===== src/lrg_pkg.sv =====
// Package for the latency-driven resolution governor.
// Field widths, register indexes, reset values, fixed ratios, size clamps and the clamp function.
// No dependencies.
package lrg_pkg;

  // Field widths
  localparam int unsigned LAT_W   = 20;
  localparam int unsigned BUDG_W  = 20;
  localparam int unsigned FULL_W  = 14;
  localparam int unsigned FRAME_W = 12;
  localparam int unsigned DIV_W   = 2;
  localparam int unsigned CFG_IDX_W  = 3;
  localparam int unsigned CFG_DATA_W = 20;
  localparam int unsigned NUM_DIV = 4;

  // Configuration register indexes
  typedef enum logic [CFG_IDX_W-1:0] {
    CFG_ENABLE    = 3'd0,
    CFG_BUDGET    = 3'd1,
    CFG_FULL_WID  = 3'd2,
    CFG_FULL_HGT  = 3'd3,
    CFG_START_DIV = 3'd4
  } cfg_idx_t;

  // Register reset values
  localparam logic              ENABLE_RST = 1'b1;
  localparam logic [BUDG_W-1:0] BUDGET_RST = 20'd33333;
  localparam logic [FULL_W-1:0] FULL_WID_RST = 14'd1920;
  localparam logic [FULL_W-1:0] FULL_HGT_RST = 14'd1080;
  localparam logic [DIV_W-1:0]  DIV_RST = 2'd0;

  // Average thresholds as tenths: 1.4 and 0.6 times the budget
  localparam int unsigned AVG_DEN = 10;
  localparam int unsigned HI_NUM  = 14;
  localparam int unsigned LO_NUM  = 6;

  // Output size clamps
  localparam logic [FULL_W-1:0] MIN_FRAME_WID = 14'd64;
  localparam logic [FULL_W-1:0] MAX_FRAME_WID = 14'd3840;
  localparam logic [FULL_W-1:0] MIN_FRAME_HGT = 14'd36;
  localparam logic [FULL_W-1:0] MAX_FRAME_HGT = 14'd2160;

  // Divisor tiers
  localparam logic [DIV_W-1:0] DIV_ONE = 2'd0;
  localparam logic [DIV_W-1:0] DIV_TWO = 2'd1;

  // Clamp a shifted size into [lo, hi] and narrow it to the frame width
  function automatic logic [FRAME_W-1:0] clamp_size(
    input logic [FULL_W-1:0] v,
    input logic [FULL_W-1:0] lo,
    input logic [FULL_W-1:0] hi
  );
    logic [FULL_W-1:0] c;
    if (v < lo) begin
      c = lo;
    end else if (v > hi) begin
      c = hi;
    end else begin
      c = v;
    end
    return c[FRAME_W-1:0];
  endfunction

endpackage


===== src/lrg_ram.sv =====
// Generic single-port-write, single-port-read RAM with registered read.
// Used for the latency sample ring. No dependencies.
module lrg_ram #(
  parameter int unsigned WIDTH = 20,
  parameter int unsigned DEPTH = 16
) (
  input  logic                     clk,
  input  logic                     wr_en,
  input  logic [$clog2(DEPTH)-1:0] wr_addr,
  input  logic [WIDTH-1:0]         wr_data,
  input  logic                     rd_en,
  input  logic [$clog2(DEPTH)-1:0] rd_addr,
  output logic [WIDTH-1:0]         rd_data
);

  logic [WIDTH-1:0] mem [DEPTH];
  logic [WIDTH-1:0] rd_data_r;

  // Write port and registered read port
  always_ff @(posedge clk) begin
    if (wr_en) begin
      mem[wr_addr] <= wr_data;
    end
    if (rd_en) begin
      rd_data_r <= mem[rd_addr];
    end
  end

  assign rd_data = rd_data_r;

endmodule


===== src/latency_driven_resolution_governor_top.sv =====
// Latency-driven resolution governor, top level.
// Depends on lrg_pkg and lrg_ram (sample ring storage).
//
//   Channel  | Ports                                          | Direction
//   ---------+------------------------------------------------+----------
//   in       | in_valid, in_ready, in_latency_us              | sink
//   out      | out_valid, out_ready, out_divisor_log2,        | source
//            | out_frame_width, out_frame_height,             |
//            | out_skip_next, out_tier_changed                |
//   cfg      | cfg_wr_en, cfg_index, cfg_wr_data              | sink
//
// One item per cycle sustained while the output is not stalled. Stage one reads
// the ring slot that the item replaces; stage two, when enabled, updates sum, fill,
// streak, cooldown and divisor and writes the slot, and always loads the output.
// The next item reads slot index+1 while the previous item writes its slot.
// Reset (rst_n low, synchronous) clears all control state; the ring needs no
// clearing since a slot is only read after it has been written.
// A full output register with out_ready low holds the item in stage two and
// drops in_ready.
module latency_driven_resolution_governor_top #(
  parameter int unsigned WINDOW      = 16,
  parameter int unsigned PROMOTE_RUN = 32,
  parameter int unsigned COOLDOWN    = 16
) (
  input  logic                           clk,
  input  logic                           rst_n,
  input  logic                           in_valid,
  output logic                           in_ready,
  input  logic [lrg_pkg::LAT_W-1:0]      in_latency_us,
  output logic                           out_valid,
  input  logic                           out_ready,
  output logic [lrg_pkg::DIV_W-1:0]      out_divisor_log2,
  output logic [lrg_pkg::FRAME_W-1:0]    out_frame_width,
  output logic [lrg_pkg::FRAME_W-1:0]    out_frame_height,
  output logic                           out_skip_next,
  output logic                           out_tier_changed,
  input  logic                           cfg_wr_en,
  input  logic [lrg_pkg::CFG_IDX_W-1:0]  cfg_index,
  input  logic [lrg_pkg::CFG_DATA_W-1:0] cfg_wr_data
);
  import lrg_pkg::*;

  localparam int unsigned IDX_W  = $clog2(WINDOW);
  localparam int unsigned FILL_W = $clog2(WINDOW + 1);
  localparam int unsigned SUM_W  = LAT_W + $clog2(WINDOW);
  localparam int unsigned LIM_W  = SUM_W + 4;
  localparam int unsigned RUN_W  = $clog2(PROMOTE_RUN + 1);
  localparam int unsigned CD_W   = $clog2(COOLDOWN + 2);

  // Configuration registers
  logic              en_r, en_nxt;
  logic [BUDG_W-1:0] budget_r;
  logic [FULL_W-1:0] full_wid_r;
  logic [FULL_W-1:0] full_hgt_r;

  // Governor state
  logic [IDX_W-1:0]  idx_r, idx_nxt;
  logic [FILL_W-1:0] fill_r, fill_nxt;
  logic [SUM_W-1:0]  sum_r, sum_nxt;
  logic [RUN_W-1:0]  run_r, run_nxt;
  logic [CD_W-1:0]   cd_r, cd_nxt;
  logic [DIV_W-1:0]  div_r, div_nxt;

  // Pipeline control and payload
  logic              s1_valid_r, s1_valid_nxt;
  logic [LAT_W-1:0]  s1_lat_r;
  logic              out_valid_r, out_valid_nxt;
  logic [DIV_W-1:0]  out_div_r;
  logic [FRAME_W-1:0] out_wid_r, out_hgt_r;
  logic              out_skip_r, out_chg_r;

  // Limits and size table derived from configuration
  logic [LIM_W-1:0]   hi_lim_r, lo_lim_r;
  logic [FRAME_W-1:0] sz_wid_r [NUM_DIV];
  logic [FRAME_W-1:0] sz_hgt_r [NUM_DIV];

  logic              in_fire, s1_fire;
  logic [IDX_W-1:0]  idx_inc, rd_addr;
  logic [LAT_W-1:0]  old_lat;
  logic              ring_full;
  logic [SUM_W-1:0]  sum_rec;
  logic [LIM_W-1:0]  scaled;
  logic              avg_hi, avg_lo, skip, changed;
  logic [RUN_W-1:0]  run_inc;

  // Handshake
  assign s1_fire  = s1_valid_r && (!out_valid_r || out_ready);
  assign in_ready = !s1_valid_r || s1_fire;
  assign in_fire  = in_valid && in_ready;

  // Ring slot addressing: a following item reads the next slot
  assign idx_inc = (idx_r == IDX_W'(WINDOW - 1)) ? '0 : idx_r + 1'b1;
  assign rd_addr = s1_valid_r ? idx_inc : idx_r;

  lrg_ram #(
    .WIDTH (LAT_W),
    .DEPTH (WINDOW)
  ) u_ring (
    .clk     (clk),
    .wr_en   (s1_fire && en_r),
    .wr_addr (idx_r),
    .wr_data (s1_lat_r),
    .rd_en   (in_fire),
    .rd_addr (rd_addr),
    .rd_data (old_lat)
  );

  // Sample record and window average
  always_comb begin
    ring_full = (fill_r >= FILL_W'(WINDOW));
    sum_rec   = (ring_full ? sum_r - SUM_W'(old_lat) : sum_r) + SUM_W'(s1_lat_r);
    scaled    = (LIM_W'(sum_rec) << 3) + (LIM_W'(sum_rec) << 1);
    avg_hi    = scaled > hi_lim_r;
    avg_lo    = scaled < lo_lim_r;
    skip      = (budget_r != '0) &&
                ({1'b0, s1_lat_r} > {budget_r, 1'b0});
    run_inc   = run_r + 1'b1;
  end

  // Next state: step commit, then configuration writes
  always_comb begin
    en_nxt   = en_r;
    idx_nxt  = idx_r;
    fill_nxt = fill_r;
    sum_nxt  = sum_r;
    run_nxt  = run_r;
    cd_nxt   = cd_r;
    div_nxt  = div_r;
    changed  = 1'b0;

    if (s1_fire && en_r) begin
      idx_nxt  = idx_inc;
      fill_nxt = ring_full ? fill_r : fill_r + 1'b1;
      sum_nxt  = sum_rec;
      // tier decision
      priority if (budget_r == '0) begin
        // no decision
      end else if (cd_r != '0) begin
        cd_nxt = cd_r - 1'b1;
      end else if (fill_nxt < FILL_W'(WINDOW)) begin
        // window still filling
      end else if (avg_hi && div_r <= DIV_TWO) begin
        div_nxt = div_r + 1'b1;
        changed = 1'b1;
      end else if (avg_lo) begin
        run_nxt = run_inc;
        if (run_inc >= RUN_W'(PROMOTE_RUN)) begin
          if (div_r == DIV_ONE) begin
            run_nxt = '0;
          end else begin
            div_nxt = (div_r >= 2'd2) ? DIV_TWO : DIV_ONE;
            changed = 1'b1;
          end
        end
      end else begin
        run_nxt = '0;
      end
      if (changed) begin
        cd_nxt   = CD_W'(COOLDOWN);
        idx_nxt  = '0;
        fill_nxt = '0;
        sum_nxt  = '0;
        run_nxt  = '0;
      end
    end

    // register writes
    if (cfg_wr_en) begin
      unique case (cfg_index)
        CFG_ENABLE: begin
          en_nxt = cfg_wr_data[0];
          if (cfg_wr_data[0] != en_r) begin
            idx_nxt  = '0;
            fill_nxt = '0;
            sum_nxt  = '0;
            run_nxt  = '0;
            cd_nxt   = '0;
          end
        end
        CFG_START_DIV: div_nxt = cfg_wr_data[DIV_W-1:0];
        default: ;
      endcase
    end
  end

  // Pipeline valids
  always_comb begin
    s1_valid_nxt  = in_fire ? 1'b1 : (s1_fire ? 1'b0 : s1_valid_r);
    out_valid_nxt = s1_fire ? 1'b1 : (out_ready ? 1'b0 : out_valid_r);
  end

  // Control state and configuration registers
  always_ff @(posedge clk) begin
    if (!rst_n) begin
      en_r        <= ENABLE_RST;
      budget_r    <= BUDGET_RST;
      full_wid_r  <= FULL_WID_RST;
      full_hgt_r  <= FULL_HGT_RST;
      idx_r       <= '0;
      fill_r      <= '0;
      sum_r       <= '0;
      run_r       <= '0;
      cd_r        <= '0;
      div_r       <= DIV_RST;
      s1_valid_r  <= 1'b0;
      out_valid_r <= 1'b0;
    end else begin
      en_r        <= en_nxt;
      idx_r       <= idx_nxt;
      fill_r      <= fill_nxt;
      sum_r       <= sum_nxt;
      run_r       <= run_nxt;
      cd_r        <= cd_nxt;
      div_r       <= div_nxt;
      s1_valid_r  <= s1_valid_nxt;
      out_valid_r <= out_valid_nxt;
      if (cfg_wr_en && cfg_index == CFG_BUDGET) begin
        budget_r <= cfg_wr_data[BUDG_W-1:0];
      end
      if (cfg_wr_en && cfg_index == CFG_FULL_WID) begin
        full_wid_r <= cfg_wr_data[FULL_W-1:0];
      end
      if (cfg_wr_en && cfg_index == CFG_FULL_HGT) begin
        full_hgt_r <= cfg_wr_data[FULL_W-1:0];
      end
    end
  end

  // Payload: stage-one sample, derived limits, size table, output item
  always_ff @(posedge clk) begin
    if (in_fire) begin
      s1_lat_r <= in_latency_us;
    end
    hi_lim_r <= LIM_W'(budget_r) * LIM_W'(HI_NUM * WINDOW);
    lo_lim_r <= LIM_W'(budget_r) * LIM_W'(LO_NUM * WINDOW);
    for (int d = 0; d < NUM_DIV; d++) begin
      sz_wid_r[d] <= clamp_size(full_wid_r >> d, MIN_FRAME_WID, MAX_FRAME_WID);
      sz_hgt_r[d] <= clamp_size(full_hgt_r >> d, MIN_FRAME_HGT, MAX_FRAME_HGT);
    end
    if (s1_fire) begin
      out_div_r <= div_nxt;
      out_wid_r <= sz_wid_r[div_nxt];
      out_hgt_r <= sz_hgt_r[div_nxt];
      out_skip_r <= en_r && skip;
      out_chg_r  <= changed;
    end
  end

  assign out_valid        = out_valid_r;
  assign out_divisor_log2 = out_div_r;
  assign out_frame_width  = out_wid_r;
  assign out_frame_height = out_hgt_r;
  assign out_skip_next    = out_skip_r;
  assign out_tier_changed = out_chg_r;

endmodule


===== config.mk =====
export PLATFORM = sky130hd
export DESIGN_NAME = latency_driven_resolution_governor_top
export DESIGN_NICKNAME = d
export VERILOG_FILES = /design/src/lrg_pkg.sv /design/src/lrg_ram.sv /design/src/latency_driven_resolution_governor_top.sv
export SDC_FILE = /design/constraint.sdc
export NUM_CORES = 1
export LEC_CHECK = 0
export BUFFER_PORTS_ARGS = -buffer_cell sky130_fd_sc_hd__buf_2
export CAP_MARGIN = 10
export CELL_PAD_IN_SITES_DETAIL_PLACEMENT = 1
export CELL_PAD_IN_SITES_GLOBAL_PLACEMENT = 1
export CORE_ASPECT_RATIO = 1.5
export CORE_MARGIN = 2
export CORE_UTILIZATION = 52
export DETAILED_ROUTE_END_ITERATION = 12
export GPL_ROUTABILITY_DRIVEN = 0
export PLACE_DENSITY_LB_ADDON = 0.1
export SKIP_CTS_REPAIR_TIMING = 1
export SYNTH_ARGS = -nofsm -noshare
export SYNTH_HDL_FRONTEND = slang
export SYNTH_SLANG_ARGS = --single-unit

===== constraint.sdc =====
create_clock -name clk -period 11 [get_ports clk]
set_input_delay 1.1 -clock clk [delete_from_list [all_inputs] [get_ports clk]]
set_output_delay 1.1 -clock clk [all_outputs]
set_load 0.03 [all_outputs]

==> results of run 1 <==
[how the worst min path moves through the flow]
stage               slack (ns)        endpoint           start
CTS                       0.47  sz_hgt_r[3][9]  full_hgt_r[12]
detailed placement        0.46  sz_wid_r[3][9]  full_wid_r[12]
finish                    0.46  sz_hgt_r[3][9]  full_hgt_r[12]
floorplan                 0.41     lo_lim_r[5]     budget_r[0]
global route              0.47  sz_hgt_r[3][9]  full_hgt_r[12]
global placement          0.46  sz_hgt_r[3][9]  full_hgt_r[12]
[cell usage in the layout (no fill, tap or decap), types with 67 or more instances in the layout]
cell type / count
nor2_1: 135
edfxtp_1: 388
ha_1: 186
mux4_2: 80
a21oi_1: 99
mux2i_1: 71
inv_1: 146
nand2_1: 200
buf_2: 77
xnor2_1: 67
dfxtp_1: 234
[flip-flops by register name, summed over array words and instances, names as in the netlist, 4 cells and up]
signal and count:
budget_r 20, cd_r 5, fill_r 5, full_hgt_r 14, full_wid_r 14, hi_lim_r 21, idx_r 4, lo_lim_r 22
out_frame_height 12, out_frame_width 12, run_r 6, s1_lat_r 20, sum_r 24, sz_hgt_r 47, sz_wid_r 47, u_ring.mem 320
u_ring.rd_data 20
[layout make-up]
cell class | count | share of cell area (%)
sequential | 622 | 48.9
multi-input combinational | 1575 | 38.6
clock buffer | 85 | 5.13
tap | 770 | 2.88
timing repair buffer | 117 | 2.05
inverter | 148 | 1.66
clock inverter | 21 | 0.783
[power breakdown]
group / internal, mW / leakage [nW] / total [mW] / switching, mW
Combinational: 0.418 / 6.55 / 1.02 / 0.601
Clock: 1.20 / 0.961 / 2.09 / 0.890
Sequential: 2.55 / 5.44 / 2.60 / 0.0541
Total: 4.16 / 13.0 / 5.71 / 1.55
[critical path, delay by kind of cell, from the launching register on]
family	cells	cell delay [ns]
AOI/OAI and AO/OA	18	4.54
adders and majority gates	5	1.59
muxes	4	1.43
and+or+nand+nor	7	0.91
xor gates and xnor gates	3	0.64
DFF	1	0.35
buffers and inverters	1	0.05
[cells by family (layout without fill, tap and decap cells)]
group	after synthesis	count (layout)	share of synthesized area (%)
muxes	173	173	9.22
AOI/OAI and AO/OA	466	466	10.7
adders and majority gates	210	210	9.34
DFF	622	622	54.3
xor gates and xnor gates	105	105	3.23
buffers and inverters	245	371	3.25
and+or+nand+nor	621	621	9.90
[routing by layer]
layer	global-route usage, %	up-vias	wire length [µm]
li1	-	9111	-
met1	30.0	10000	30000
met2	52.5	430	44600
met3	3.46	164	2660
met4	11.6	0	3420
met5	0	-	0
==> metrics, run 1 <==
Starting Density 52.2%; Avg Inst Size Synth 12.3 µm²; TritonCTS clock tree done; GRT Total Usage approximately 27%; Diodes inserted 0; clk_lat worst skew 0.65 ns; max_cap viols 0; Setup WS pre-CTS 1.16 ns; Inst Count DP between 3000 and 4000; fraction of registers with async set/reset 0%; Final Max Slew Viols 0; Worst Setup SP sum_r[0]; final setup violation count 0; crit path DAT just over 10 ns; overall power approximately 5.7 mW; Worst slew margin 21.5%; most frequent cell after synthesis edfxtp_1; max incr delay on CP 0.78 ns; hold depth 0; Synth top cells by count 388 x edfxtp_1, 234 x dfxtp_1, 201 x nand2_1, 186 x ha_1, 146 x inv_1; FF+latch area 0.0163 mm²; Placement Cell Area roughly 0.031 mm²; area of the multi-input gates approximately 0.013 mm²; R2R depth 38; Slowest cell on crit path a2111oi_0; largest net degree at the start of global routing 54; hold violation total from the final report 0; Final TNS setup 0 ns; Final HPWL DP 56700 µm; area leader, netlist edfxtp_1; Worst setup SP type flip-flop; clock tree buffer depth 3; setup ws final 1.15 ns; fmax 102 MHz; Final #Nets approximately 2800; Synth Flop Type edfxtp_1; Post-Layout Cell Count 3338; CP dominant cell by count a21oi_1; crit path capture out_frame_width[5]; Design Area, Final 0.0334 mm²; die area 0.0598 mm²; Crit. End Element flip-flop; Worst-path clk slew 0.07 ns; fill count 5871; IO Pins 78; CTS sink count 622; vias 19700; Reg2Reg Launch Point sum_r[0]; Area Overhead vs Synth 11.1%; worst r2r dst out_frame_width[5]; number of global-route vias before repair 21700; P per Cell Area around 170 mW/mm²; Max IR drop VDD approximately 130 µV; routed length per instance 24.2 µm; Static Leak 13.0 nW; Cell Area, Synth 0.0301 mm²; initial antenna violation count 1; post-route ant nets 0; Synth Net Count 2700; Synth top area share between 30% and 40%; DRT iter0 DRCs 896; Post-Syn Instances 2442; H-tree depth 2; Min Hold Slack 0.462 ns; actual slew at the worst max-slew pin 1.17 ns; critical path class reg2reg; Area contributors post-synth edfxtp_1 39%, dfxtp_1 16%, ha_1 7.7%; Via-to-Cell Ratio 5.91; Clock Skews around 0.018 ns; DRC viols 0; GRT Residual Overflow 0; Crit Path Max Fanout 50; FF+latch count, synth around 620; unrepaired setup endpoints after global routing no; core footprint 0.0576 mm²; number of detailed-route iterations in the first pass 5; Netlist cell types 90; final worst-path cycle share 89.5%; utilization after layout 58.0%; first-pass GRT wire length approximately 130000 µm; Die Wd 200 µm; minimum clock period 9.85 ns; clk root buf clkbuf_16; Synth Warn # 0; Die Ht 298 µm; reg-to-reg slack, setup 1.15 ns; PortBufs 77; final wirelength 80600 µm; Row Count 108; status completed; type of the worst min-delay path reg2reg; TritonCTS buffer count 58; worst endpoint required time 11.35 ns; sequential share of the synthesized area between 50 and 60%; Post-synth EDFFs 388; layout cells sized above 1 between 10% and 20%
(Power assumes the default switching activity.)
==> run 2, diff against run 1 <==
--- a/config.mk
+++ b/config.mk
@@ -14,6 +14,7 @@
 export CORE_UTILIZATION = 52
 export DETAILED_ROUTE_END_ITERATION = 12
 export GPL_ROUTABILITY_DRIVEN = 0
+export GPL_TIMING_DRIVEN = 0
 export PLACE_DENSITY_LB_ADDON = 0.1
 export SKIP_CTS_REPAIR_TIMING = 1
 export SYNTH_ARGS = -nofsm -noshare
==> run 2 against run 1 <==
- critical path depth is 2 lower
- hold slack worse by 0.0096 ns
- sequential share of layout area fell by 0.40 points
- total power down 1.3%
- worst setup slack lost 0.57 ns
- cell count rose by 2.8%
- core utilization increased by 0.48 points
- critical endpoint is now out_frame_height[6]
==> metrics, run 2 (synthesized netlist as in run 1, its figures left out) <==
Area Overhead vs Synth 12.0%; largest net degree at the start of global routing 34 (-37%); clock tree buffer depth 3 (unchanged); commonest cells after routing, fill and taps aside 388 x edfxtp_1, 234 x dfxtp_1, 201 x nand2_1; Min Hold Slack 0.453 ns (-0.00964 ns); max_cap viols 0 (unchanged); critical path class reg2reg; GRT Residual Overflow 0 (unchanged); P per Cell Area 167 mW/mm² (-2.1%); Slowest cell on crit path o31ai_1; PortBufs 73 (-5.2%); GRT Total Usage 28.1% (+0.84 points); worst endpoint required time 11.45 ns (+0.10 ns); initial antenna violation count 1 (unchanged); core footprint 0.0576 mm² (unchanged); fmax 96.0 MHz (-5.5%); setup ws final 0.582 ns (-0.570 ns); routed length per instance 24.3 µm (+0.45%); Clock Skews 0.0342 ns (+0.0162 ns); Static Leak 13.0 nW (+0.68%); post-route ant nets 0 (unchanged); DRT iter0 DRCs 1070 (+19%); CP dominant cell by count ha_1; fill count 5905 (+0.58%); die area 0.0598 mm² (unchanged); Via-to-Cell Ratio 5.86 (-0.81%); biggest regs u_ring.mem x320, sz_hgt_r x47, sz_wid_r x47; max incr delay on CP 0.75 ns (-0.03 ns); H-tree depth 2 (unchanged); most common cell after layout, fill and taps aside edfxtp_1; crit path DAT 10.87 ns (+0.67 ns); final worst-path cycle share 94.7% (+5.2 points); top sig layer met4; clk_lat worst skew 0.65 ns (about the same); Worst setup SP type flip-flop; Final Max Slew Viols 0 (unchanged); final setup violation count 0 (unchanged); status completed; hold violation total from the final report 0 (unchanged); met2 wire len 47100 µm (+5.6%); DRC viols 0 (unchanged); CTS sink count 622 (unchanged); Max IR drop VDD 148 µV (+16%); Final HPWL DP 61700 µm (+8.9%); Largest Register u_ring.mem; unrepaired setup endpoints after global routing no; IO Pins 78 (unchanged); TritonCTS buffer count 58 (unchanged); vias 20100 (+1.9%); DR WL met3 2540 µm (-4.5%); TritonCTS clock tree done; type of the worst min-delay path reg2reg; Setup WS pre-CTS -0.0948 ns (-1.26 ns); number of global-route vias before repair 22300 (+2.7%); number of detailed-route iterations in the first pass 5 (unchanged); Worst slew margin 14.7% (-6.8 points); Die Ht 298 µm (unchanged); minimum clock period 10.42 ns (+0.570 ns); Crit. End Element flip-flop; clk root buf clkbuf_16; routed length on met1 30200 µm (+0.66%); Die Wd 200 µm (unchanged); Final #Nets 2870 (+3.2%); Crit Path Max Fanout 10 (-80%); first-pass GRT wire length 129000 µm (+3.4%); layout cells sized above 1 13.5% (-0.79 points); final wirelength 83200 µm (+3.2%); Starting Density 52.2% (unchanged); Worst-path clk slew 0.07 ns (about the same); actual slew at the worst max-slew pin 1.24 ns (+0.0764 ns); Row Count 108 (unchanged); Largest register FFs 320 (unchanged)
-- run 2: final timing paths --
kind	from	endpoint	slack [ns]	depth (start not counted)
worst max-delay path	sum_r[0]	out_frame_height[6]	0.58	36
worst min-delay path	full_hgt_r[13]	sz_hgt_r[3][10]	0.45	1
worst max register to register	sum_r[0]	out_frame_height[6]	0.58	36
worst min register to register	full_hgt_r[13]	sz_hgt_r[3][10]	0.45	1
-- run 2: worst max-delay path: cells and delay by family (launching register included) --
kind / cells / cell delay [ns]
AOI/OAI and AO/OA: 17 / 5.28
xor gates and xnor gates: 3 / 0.71
adders and majority gates: 5 / 1.55
buffers and inverters: 2 / 0.42
DFF: 1 / 0.35
muxes: 3 / 1.04
and+or+nand+nor: 6 / 0.85
-- run 2: through the flow --
stage               cell area [µm²]  power [mW]  std cells  setup TNS (ns)  utilization, %
floorplan                     30100        3.35       2442               0               -
global placement              31400        3.63       3285               0            54.5
detailed placement            31800        3.67       3321          -0.140            55.3
CTS                           33700        5.66       3428           -1.12            58.5
global route                  33700        5.86       3430               0            58.5
finish                        33700        5.63       3430               0            58.5
-- run 2: power by group --
group / internal (mW) / switching (mW) / leakage (nW)
sequential: 2.55 / 0.0622 / 5.44
clock: 1.10 / 0.901 / 0.899
combinational: 0.421 / 0.602 / 6.70
-- run 2: per-layer routing --
layer / up-vias / global-route usage (%)
met4: 0 / 11.5
met2: 417 / 55.6
met5: - / 0
met1: 10200 / 29.9
met3: 167 / 3.25
li1: 9293 / -
-- run 2: area by class of cell --
class	count	area, µm²	area share, %
Tap cell	770	963	2.86
Clock inverter	30	279	0.828
Sequential cell	622	16300	48.5
Antenna cell	1	2.50	0.00743
Timing Repair Buffer	110	717	2.13
Clock buffer	77	1570	4.67
Multi-Input combinational cell	1575	12800	38.1
Buffer	97	423	1.26
Inverter	148	556	1.65
==> run 3, diff against run 2 <==
--- a/config.mk
+++ b/config.mk
@@ -11,10 +11,11 @@
 export CELL_PAD_IN_SITES_GLOBAL_PLACEMENT = 1
 export CORE_ASPECT_RATIO = 1.5
 export CORE_MARGIN = 2
-export CORE_UTILIZATION = 52
+export CORE_UTILIZATION = 47
 export DETAILED_ROUTE_END_ITERATION = 12
 export GPL_ROUTABILITY_DRIVEN = 0
 export GPL_TIMING_DRIVEN = 0
+export MAX_ROUTING_LAYER = met4
 export PLACE_DENSITY_LB_ADDON = 0.1
 export SKIP_CTS_REPAIR_TIMING = 1
 export SYNTH_ARGS = -nofsm -noshare
==> constraint.sdc (replaced) <==
create_clock -name clk -period 8.5 [get_ports clk]
set_input_delay 0.85 -clock clk [delete_from_list [all_inputs] [get_ports clk]]
set_output_delay 0.85 -clock clk [all_outputs]
set_load 0.03 [all_outputs]
==> run 3 against run 2 <==
- combinational power rose by 56%
- first-iteration DRC count shrank 20%
- critical path depth rose by 3
- cell count is 2.8% higher
- hold slack lost 0.073 ns
- global-route usage is 2.0 points lower
- via count grew 0.29%
- highest routed layer unchanged
- die area is 10% higher
- final area is 5.4% higher
- sequential power grew 30%
- maximum frequency up 25%
==> metrics, run 3 (synthesized netlist as in run 1, its figures left out) <==
setup ws final 0.151 ns (-0.431 ns); Largest register FFs 320 (unchanged); Crit Path Max Fanout 5 (-5); fmax 120 MHz (+25%); Final HPWL DP 61900 µm (+0.22%); Die Ht 314 µm (+5.1%); area of the multi-input gates 0.0138 mm² (+7.5%); Slowest cell on crit path o41a_1; worst r2r dst out_frame_height[7]; GRT Residual Overflow 0 (unchanged); final wirelength 84700 µm (+1.7%); Final #Nets 2929 (+2.1%); Setup WS pre-CTS -2.54 ns (-2.44 ns); clk_lat worst skew 0.65 ns (about the same); most common cell after layout, fill and taps aside edfxtp_1; Row Count 113 (+4.6%); clk root buf clkbuf_16; largest net degree at the start of global routing 33 (-2.9%); P per Cell Area 219 mW/mm² (+31%); CTS sink count 622 (unchanged); Final TNS setup 0 ns (unchanged); fill count 6351 (+7.6%); minimum clock period 8.35 ns (-2.07 ns); vias 20200 (+0.29%); overall power 7.77 mW (+38%); Crit path max-delay family compound AO/OA/AOI/OAI gates; DRT iter0 DRCs 852 (-20%); final worst-path cycle share 98.2% (+3.5 points); reg-to-reg slack, setup 0.15 ns (-0.43 ns); CP bufs+invs 5 (+3); Design Area, Final 0.0355 mm² (+5.4%); Max IR drop VDD 191 µV (+29%); layout cells sized above 1 20.4% (+6.9 points); type of the worst min-delay path in2reg; max_cap viols 0 (unchanged); Starting Density 47.5% (-4.8 points); Worst setup SP type flip-flop; Reg2Reg Launch Point u_ring.rd_data[1]; critical path class reg2reg; post-route ant nets 0 (unchanged); max incr delay on CP 0.48 ns (-0.27 ns); DRC viols 0 (unchanged); actual slew at the worst max-slew pin 1.13 ns (-0.113 ns); hold violation total from the final report 0 (unchanged); PortBufs 73 (unchanged); FF+latch area 0.0163 mm² (about the same); Clock Skews 0.0208 ns (-0.0134 ns); Largest Register u_ring.mem; worst endpoint required time 8.88 ns (-2.57 ns); CP dominant cell by count a21oi_2; clock tree buffer depth 3 (unchanged); hold_sp in_latency_us[12]; first-pass GRT wire length 127000 µm (-1.7%); number of detailed-route iterations in the first pass 4 (-1); number of global-route vias before repair 21600 (-3.0%); Diodes inserted 0 (-1); R2R depth 39 (+8.3%); TritonCTS buffer count 59 (+1.7%); core footprint 0.0633 mm² (+10%); IO Pins 78 (unchanged); Crit. End Element flip-flop; initial antenna violation count 0 (-1); Die Wd 211 µm (+5.1%); crit path DAT 8.73 ns (-2.14 ns); routed length per instance 24.0 µm (-1.0%); Placement Cell Area 0.0319 mm² (+0.22%); H-tree depth 2 (unchanged); commonest cells after routing, fill and taps aside 388 x edfxtp_1, 233 x dfxtp_1, 198 x nand2_1; final setup violation count 0 (unchanged); Post-Layout Cell Count 3525 (+2.8%); Via-to-Cell Ratio 5.72 (-2.4%); biggest regs u_ring.mem x320, sz_hgt_r x47, sz_wid_r x47; hold depth 1 (unchanged); die area 0.0660 mm² (+10%); Worst slew margin 24.6% (+9.9 points); status completed; TritonCTS clock tree done; Worst-path clk slew 0.07 ns (about the same); WHS Endpoint s1_lat_r[12]; utilization after layout 56.1% (-2.5 points); Static Leak 13.7 nW (+5.0%); Final Max Slew Viols 0 (unchanged); Area Overhead vs Synth 18.1%; Inst Count DP 3356 (+1.1%); GRT Total Usage 26.1% (-2.0 points); Min Hold Slack 0.380 ns (-0.0725 ns)
==> run 3: worst max path at each step <==
stage	start	end	slack, ns	depth (start not counted)
3_5_place_dp	sum_r[0]	out_frame_height[2]	-2.54	36
4_1_cts	sum_r[0]	out_frame_height[6]	-2.54	36
6_report	u_ring.rd_data[1]	out_frame_height[7]	0.15	39
3_3_place_gp	sum_r[0]	out_frame_height[6]	-2.39	36
5_1_grt	u_ring.rd_data[1]	out_frame_height[7]	-0.22	41
2_1_floorplan	u_ring.rd_data[1]	out_frame_height[0]	0.67	36
==> run 3: layer usage <==
metal  vias to the layer above  global-route usage (%)  wire length, µm
met1                     10200                    27.4            31500
met5                         -                       -                0
met4                         0                    9.19             3660
met3                       172                    2.66             2110
li1                       9418                       -                -
met2                       326                    50.2            47400
==> run 3: layout make-up <==
cell class	count	area share, %
tap	805	2.84
buffer	96	1.35
timing repair buffer	169	3.67
multi-input combinational	1575	38.9
sequential	622	46.0
inverter	148	1.56
clock inverter	28	1.04
clock buffer	82	4.69
==> run 3: power by group <==
part           internal, mW  total (mW)  switching [mW]
sequential             3.30        3.38          0.0851
combinational         0.695        1.59           0.891
clock                  1.61        2.80            1.19
total                  5.60        7.77            2.17
